$ cat src/rtl/gpcc_pkg.sv
// Shared constants, types and helpers for the grid path collision checker.
// No dependencies.
package gpcc_pkg;

  localparam int MaxGridSide    = 256;
  localparam int MaxRadiusCells = 16;
  localparam int StoreAw        = 16;
  localparam int DivNw          = 33;
  localparam int DivDw          = 32;

  localparam logic [1:0] CMD_WRITE = 2'd0;
  localparam logic [1:0] CMD_POINT = 2'd1;
  localparam logic [1:0] CMD_EMPTY = 2'd2;

  localparam logic [2:0] REG_ORIGIN_X   = 3'd0;
  localparam logic [2:0] REG_ORIGIN_Y   = 3'd1;
  localparam logic [2:0] REG_RESOLUTION = 3'd2;
  localparam logic [2:0] REG_MAP_WIDTH  = 3'd3;
  localparam logic [2:0] REG_MAP_HEIGHT = 3'd4;
  localparam logic [2:0] REG_MAP_LOADED = 3'd5;

  localparam logic signed [7:0] OccupiedLevel = 8'sd50;

  typedef logic signed [5:0] delta_t;
  typedef logic [DivNw-1:0]  div_num_t;
  typedef logic [DivDw-1:0]  div_den_t;

  function automatic logic cell_occ(input logic [7:0] v);
    cell_occ = ($signed(v) < 0) || ($signed(v) >= OccupiedLevel);
  endfunction

endpackage

$ cat src/rtl/gpcc_div.sv
// Shared restoring divider, one quotient bit per cycle.
// Depends on gpcc_pkg.
module gpcc_div
  import gpcc_pkg::*;
(
  input  logic     clk,
  input  logic     rst_n,
  input  logic     start,
  input  div_num_t num,
  input  div_den_t den,
  output logic     done,
  output div_num_t quo,
  output div_den_t rem
);

  logic [DivNw-1:0] quo_r, quo_nxt;
  logic [DivNw-1:0] rem_r, rem_nxt;
  logic [5:0]       cnt_r, cnt_nxt;
  logic             busy_r, busy_nxt;
  logic             done_r, done_nxt;
  logic [DivNw-1:0] sh;
  logic             ge;

  assign sh = {rem_r[DivNw-2:0], quo_r[DivNw-1]};
  assign ge = sh >= {1'b0, den};

  always_comb begin
    quo_nxt  = quo_r;
    rem_nxt  = rem_r;
    cnt_nxt  = cnt_r;
    busy_nxt = busy_r;
    done_nxt = 1'b0;
    if (start) begin
      quo_nxt  = num;
      rem_nxt  = '0;
      cnt_nxt  = 6'(DivNw);
      busy_nxt = 1'b1;
    end else if (busy_r) begin
      rem_nxt = ge ? (sh - {1'b0, den}) : sh;
      quo_nxt = {quo_r[DivNw-2:0], ge};
      cnt_nxt = cnt_r - 6'd1;
      if (cnt_r == 6'd1) begin
        busy_nxt = 1'b0;
        done_nxt = 1'b1;
      end
    end
  end

  always_ff @(posedge clk) begin
    if (!rst_n) begin
      busy_r <= 1'b0;
      done_r <= 1'b0;
      cnt_r  <= '0;
    end else begin
      busy_r <= busy_nxt;
      done_r <= done_nxt;
      cnt_r  <= cnt_nxt;
    end
    quo_r <= quo_nxt;
    rem_r <= rem_nxt;
  end

  assign done = done_r;
  assign quo  = quo_r;
  assign rem  = rem_r[DivDw-1:0];

endmodule

$ cat config.mk
export PLATFORM = sky130hd
export DESIGN_NAME = gpcc_div
export DESIGN_NICKNAME = d
export VERILOG_FILES = /design/src/rtl/gpcc_pkg.sv /design/src/rtl/gpcc_div.sv
export SDC_FILE = /design/constraint.sdc
export NUM_CORES = 1
export LEC_CHECK = 0
export CAP_MARGIN = 15
export CORE_UTILIZATION = 23
export CTS_BUF_LIST = sky130_fd_sc_hd__clkbuf_8
export CTS_CLUSTER_SIZE = 14
export DETAILED_ROUTE_END_ITERATION = 16
export DONT_BUFFER_PORTS = 1
export REMOVE_ABC_BUFFERS = 1
export SLEW_MARGIN = 20
export SYNTH_ARGS = -nofsm -noshare
export SYNTH_HDL_FRONTEND = slang
export SYNTH_SLANG_ARGS = --single-unit
$ cat constraint.sdc
create_clock -name clk -period 8 [get_ports clk]
set_input_delay 0.8 -clock clk [delete_from_list [all_inputs] [get_ports clk]]
set_output_delay 0.8 -clock clk [all_outputs]
set_load 0.02 [all_outputs]
# After elaboration in Yosys (flattened, before gate mapping)
# Index checks and enable logic that the tools add are counted.
[op_classes] addsub=2 n_lt_le_gt_ge=1 eq_ne=1 muxes=9 bitwise_logic=2 reduce_logical=3
[op_table] operator="$mux W33" n=2
[op_table] operator="$ge A33 B32 Y1" n=1
[op_table] operator="$mux W32" n=1
[op_table] operator="$sub A32 B32 Y32" n=1
[op_table] operator="$mux W6" n=2
[op_table] operator="$eq A6 B1 Y1 const B" n=1
[op_table] operator="$sub A6 B1 Y6 const B" n=1
[op_table] operator="$mux W1" n=4
[op_table] operator="$reduce_or A3 Y1" n=1
[op_table] operator="$not A1 Y1" n=2
[op_table] operator="$reduce_bool A2 Y1" n=1
[op_table] operator="$reduce_or A2 Y1" n=1
[word_totals] reg_bits=73 in_bits=68 out_inout_bits=66 elab_cells=24

# Logic depth before layout (Yosys ltp)
[depth] ltp_word=4 mapped_depth=13 ltp_nobuf=12

# Worst setup path after synthesis
# No wires, ideal clock.
[synth_path] kind="input port to flip-flop" from="input den[0]" to="register rem_r[28]" setup_ps=79 arrival_time_ps=3038 required_ps=7921 path_slack_ps=4882 stages=11 path_buffers=0 path_cell_list="ha_1 -> fa_1 -> nand2b_1 -> a21oi_2 -> o211ai_1 -> o31a_1 -> o21ai_2 -> a41o_1 -> a41oi_1 -> mux2_2 -> a211oi_2"
[synth_between] elab_chain_len=2 elab_cells_between_ends=3 classes_between="add/sub: 1; order compare: 1; mux: 1"
[synth_rtl] element="start: declaration" line_no="gpcc_div.sv:10" rtl="input div_den_t den,"
[synth_rtl] element="$sub A32 B32 Y32 / $ge A33 B32 Y1 (equally long branches)" line_no="gpcc_div.sv:39, gpcc_div.sv:25"
[synth_rtl] element="$mux W32 *" line_no="gpcc_div.sv:39" rtl="rem_nxt = ge ? (sh - {1'b0, den}) : sh;"
[synth_rtl] element="end signal: assignment" line_no="gpcc_div.sv:60" rtl="rem_r <= rem_nxt;"
[synth_rtl] element="end: declaration" line_no="gpcc_div.sv:17" rtl="logic [DivNw-1:0] rem_r, rem_nxt;"
# Every way passes the cells marked *; elsewhere a longest branch is shown, timed or not.
# A chain may end at the register's enable or synchronous reset.

# Worst setup path after layout
[layout_path] from="register rem_r[2]" to="register rem_r[28]"
[layout_between] elab_chain_len=2 elab_cells_between_ends=3 classes_between="add/sub: 1; order compare: 1; mux: 1"
[layout_rtl] element="$sub A32 B32 Y32 / $ge A33 B32 Y1 (equally long branches)" line_no="gpcc_div.sv:39, gpcc_div.sv:25"
[layout_rtl] element="$mux W32 *" line_no="gpcc_div.sv:39"
# Marked as above.

==> flow_metrics.tcl <==
set metrics [dict create \
    status "complete, no violations" \
    cp.required_ns 8.26 \
    finalSetupTns_ns 0 \
    finalSetupViolCount 0 \
    start_kind "flop" \
    root_buffer "clkbuf_8" \
    p_sw_w 0.000386 \
    synth_compound_area_frac 0.193 \
    antenna_found_initial 0 \
    power_w 0.00105 \
    ys.flop_type "dfxtp_1" \
    worst_pin_slew_ns 0.995 \
    muxShareOfSynthArea 0.109 \
    yosysSeqAreaShare 0.357 \
    ant_nets 0 \
    dp_slack_ns 4.33 \
    rows 53 \
    synth_xor_xnor_area_share 0.0594 \
    power.density_nw_per_um2 194 \
    end_kind "flop" \
    cts_buffer_depth 2 \
    min_path_cells 1 \
    worst_skew_pair.late_latency_ns 0.37 \
    drive_above_1_share 0.117 \
    overflow 0 \
    io_pins 134 \
    cts_tree "done" \
    hp-start "start" \
    p_comb_frac 0.248 \
    p_clk_frac 0.264 \
    drv_cap 0 \
    clk_pin_slew_ns 0.09 \
    multi_input_area_um2 2900 \
    setup_slack_ns 4.67 \
    fin_worst_skew_ns 0.0118 \
    rr_worst_depth 11 \
    worstSetupPathType "reg2reg" \
    fp.coreArea_um2 21200 \
    postCtsSetupBuffers 0 \
    yosysWarnings 0 \
    r2r_end "rem_r[28]" \
    ctsHoldBuffers 0 \
    syn_area_um2 5010 \
    register_area_um2 1790 \
    yosys.area_share.simple 0.128 \
    cts.sinks 73 \
    grt_pass1_vias 3851 \
    arrival_ns 3.59 \
    fp.dieH_um 150 \
    nNetsFinal 644 \
    die_area_um2 22400 \
    area_delta_synth_final_pct 7.76 \
    place_hpwl_um 9890 \
    numPortBuffers 0 \
    hold_end "rem_r[8]" \
    async_flop_share 0 \
    max_freq_mhz 300 \
    ir_drop_mv 0.0846 \
    htree_levels 3 \
    wl_um 13000 \
    yosys.area_share.adder 0.0888 \
    hp-class "in2reg" \
    fin_hold_ws_ns 0.499 \
    synth_edf_count 33 \
    regToRegSetupSlack_ns 4.67 \
    drcViolationCount 0 \
    grt_max_degree 66 \
    vias 3871 \
    gp_congestion 0.826 \
    rsz0062_at_grt "false" \
    pwr-share-seq 0.488 \
    num_antenna_cells 0 \
    syn_inst 557 \
    internal_power_w 0.000661 \
    synth_top_family_by_area "compound AO/OA/AOI/OAI gates" \
    grt_pass1_wl_um 20700 \
    synth.distinct_cells 59 \
    slew_headroom 0.336 \
    crit_fanout 51 \
    cts_resized 0 \
    nFillCells 2302 \
    viasPerCell 4.71 \
    hold_violations 0 \
    synth_seq_cells 73 \
    drtIter0Drc 136 \
    slew_violations 0 \
    r2r-start "rem_r[2]" \
    swShare 0.369 \
    track_usage 0.121 \
    initial_core_util 0.236 \
    dr.pass1.iters 4 \
    cts_buffers 9 \
    fin_crit_ns 3.33 \
    syn_area_per_cell_um2 9.00 \
    fin_crit_sh 0.416 \
    wl_per_cell_um 15.9 \
    dieWidth_um 150 \
    p_leak_nw 2.14 \
]
-- cell families (layout without fill, tap and decap cells) --
family / after synthesis / count (layout)
AO/OA/AOI/OAI: 146 / 146
AND/OR/NAND/NOR: 143 / 143
buffers and inverters: 76 / 65
flip-flops: 73 / 73
multiplexers: 50 / 50
adder cells (fa/ha/maj): 35 / 35
XOR/XNOR: 34 / 34
-- layer usage --
layer / global-route usage / share of wire
met2: 0.195 / 0.45
met5: 0 / 0
met1: 0.145 / 0.44
met4: 0.0348 / 0.011
met3: 0.0506 / 0.093
-- cells in the mapped netlist (2+ instances only) --
cell type,n,area share
o21ai_0,28,0.028
nand2b_1,8,0.010
o21a_1,6,0.0090
a211o_1,2,0.0035
a211oi_2,2,0.0050
xor2_1,16,0.028
and3_1,2,0.0025
a211oi_1,21,0.031
xnor2_1,18,0.031
mux2_2,34,0.076
a31oi_1,4,0.0050
nor3_1,5,0.0050
nor2_1,60,0.045
o31ai_1,5,0.0075
nand3_1,9,0.0090
buf_2,4,0.0040
a32oi_1,2,0.0035
inv_1,47,0.035
and2_1,2,0.0025
o21bai_1,2,0.0030
clkbuf_2,2,0.0020
a21oi_2,3,0.0052
a41oi_1,2,0.0035
o211ai_1,5,0.0075
nor2b_1,2,0.0025
a21o_1,5,0.0075
nor3b_1,3,0.0045
clkbuf_1,18,0.013
dfxtp_1,40,0.16
buf_6,4,0.0090
a21oi_1,46,0.046
mux2i_1,15,0.030
edfxtp_1,33,0.20
nand2_1,39,0.029
nand4_1,6,0.0075
ha_1,34,0.085
-- power by group through the flow --
stage	logic, W	clock network, W	registers [W]
floorplan	0.000214	0	0.000503
global placement	0.000257	0	0.000521
finish	0.000260	0.000276	0.000511
global route	0.000296	0.000304	0.000518
CTS	0.000261	0.000290	0.000513
detailed placement	0.000259	0	0.000520
-- stage by stage --
step / utilization / cells / cell area [um^2]
floorplan: - / 528 / 4860
detailed placement: 0.246 / 805 / 5230
global placement: 0.246 / 805 / 5230
CTS: 0.255 / 821 / 5400
finish: 0.255 / 821 / 5400
global route: 0.255 / 821 / 5400
-- state kept, by name (all words and copies together) (netlist names) --
register	flops
cnt_r	6
busy_r	1
rem_r	32
quo	33
done	1
-- worst max-delay path by stage --
stage | startpoint | to | slack [ns] | depth (start not counted)
after floorplan | den[3] | rem_r[28] | 4.01 | 11
after CTS | rem_r[2] | rem_r[28] | 4.63 | 11
final | rem_r[2] | rem_r[28] | 4.67 | 11
after detailed placement | den[3] | rem_r[28] | 4.33 | 12
after global placement | den[3] | rem_r[28] | 4.36 | 12
after global routing | rem_r[2] | rem_r[28] | 4.33 | 11
-- worst max-delay path: stages, from the launching register on --
cell and delay, ns:
dfxtp_1 0.54, ha_1 0.38, a21o_1 0.22, a21oi_2 0.21, a2111oi_2 0.11, nor3_1 0.25, o31ai_2 0.13, a211oi_4 0.23
buf_4 0.54, mux2_1 0.38, mux2i_1 0.16, a211oi_2 0.06
-- cell usage in the layout (no fill, tap or decap), drive strengths merged, types with 24 or more instances in the layout --
| cell | Yosys | layout |
|---|---|---|
| a211oi | 24 | 24 |
| a21oi | 49 | 49 |
| dfxtp | 40 | 40 |
| edfxtp | 33 | 33 |
| ha | 34 | 34 |
| inv | 47 | 51 |
| mux2 | 35 | 35 |
| nand2 | 39 | 39 |
| nor2 | 60 | 60 |
| o21ai | 30 | 30 |
-- layout make-up --
type,count,area share
inverter,47,0.0326
timing repair buffer,2,0.00278
clock buffer,9,0.0229
sequential,73,0.332
multi-input combinational,408,0.536
tap,275,0.0637
clock inverter,7,0.0102
Power figures use the tool's default switching activity.
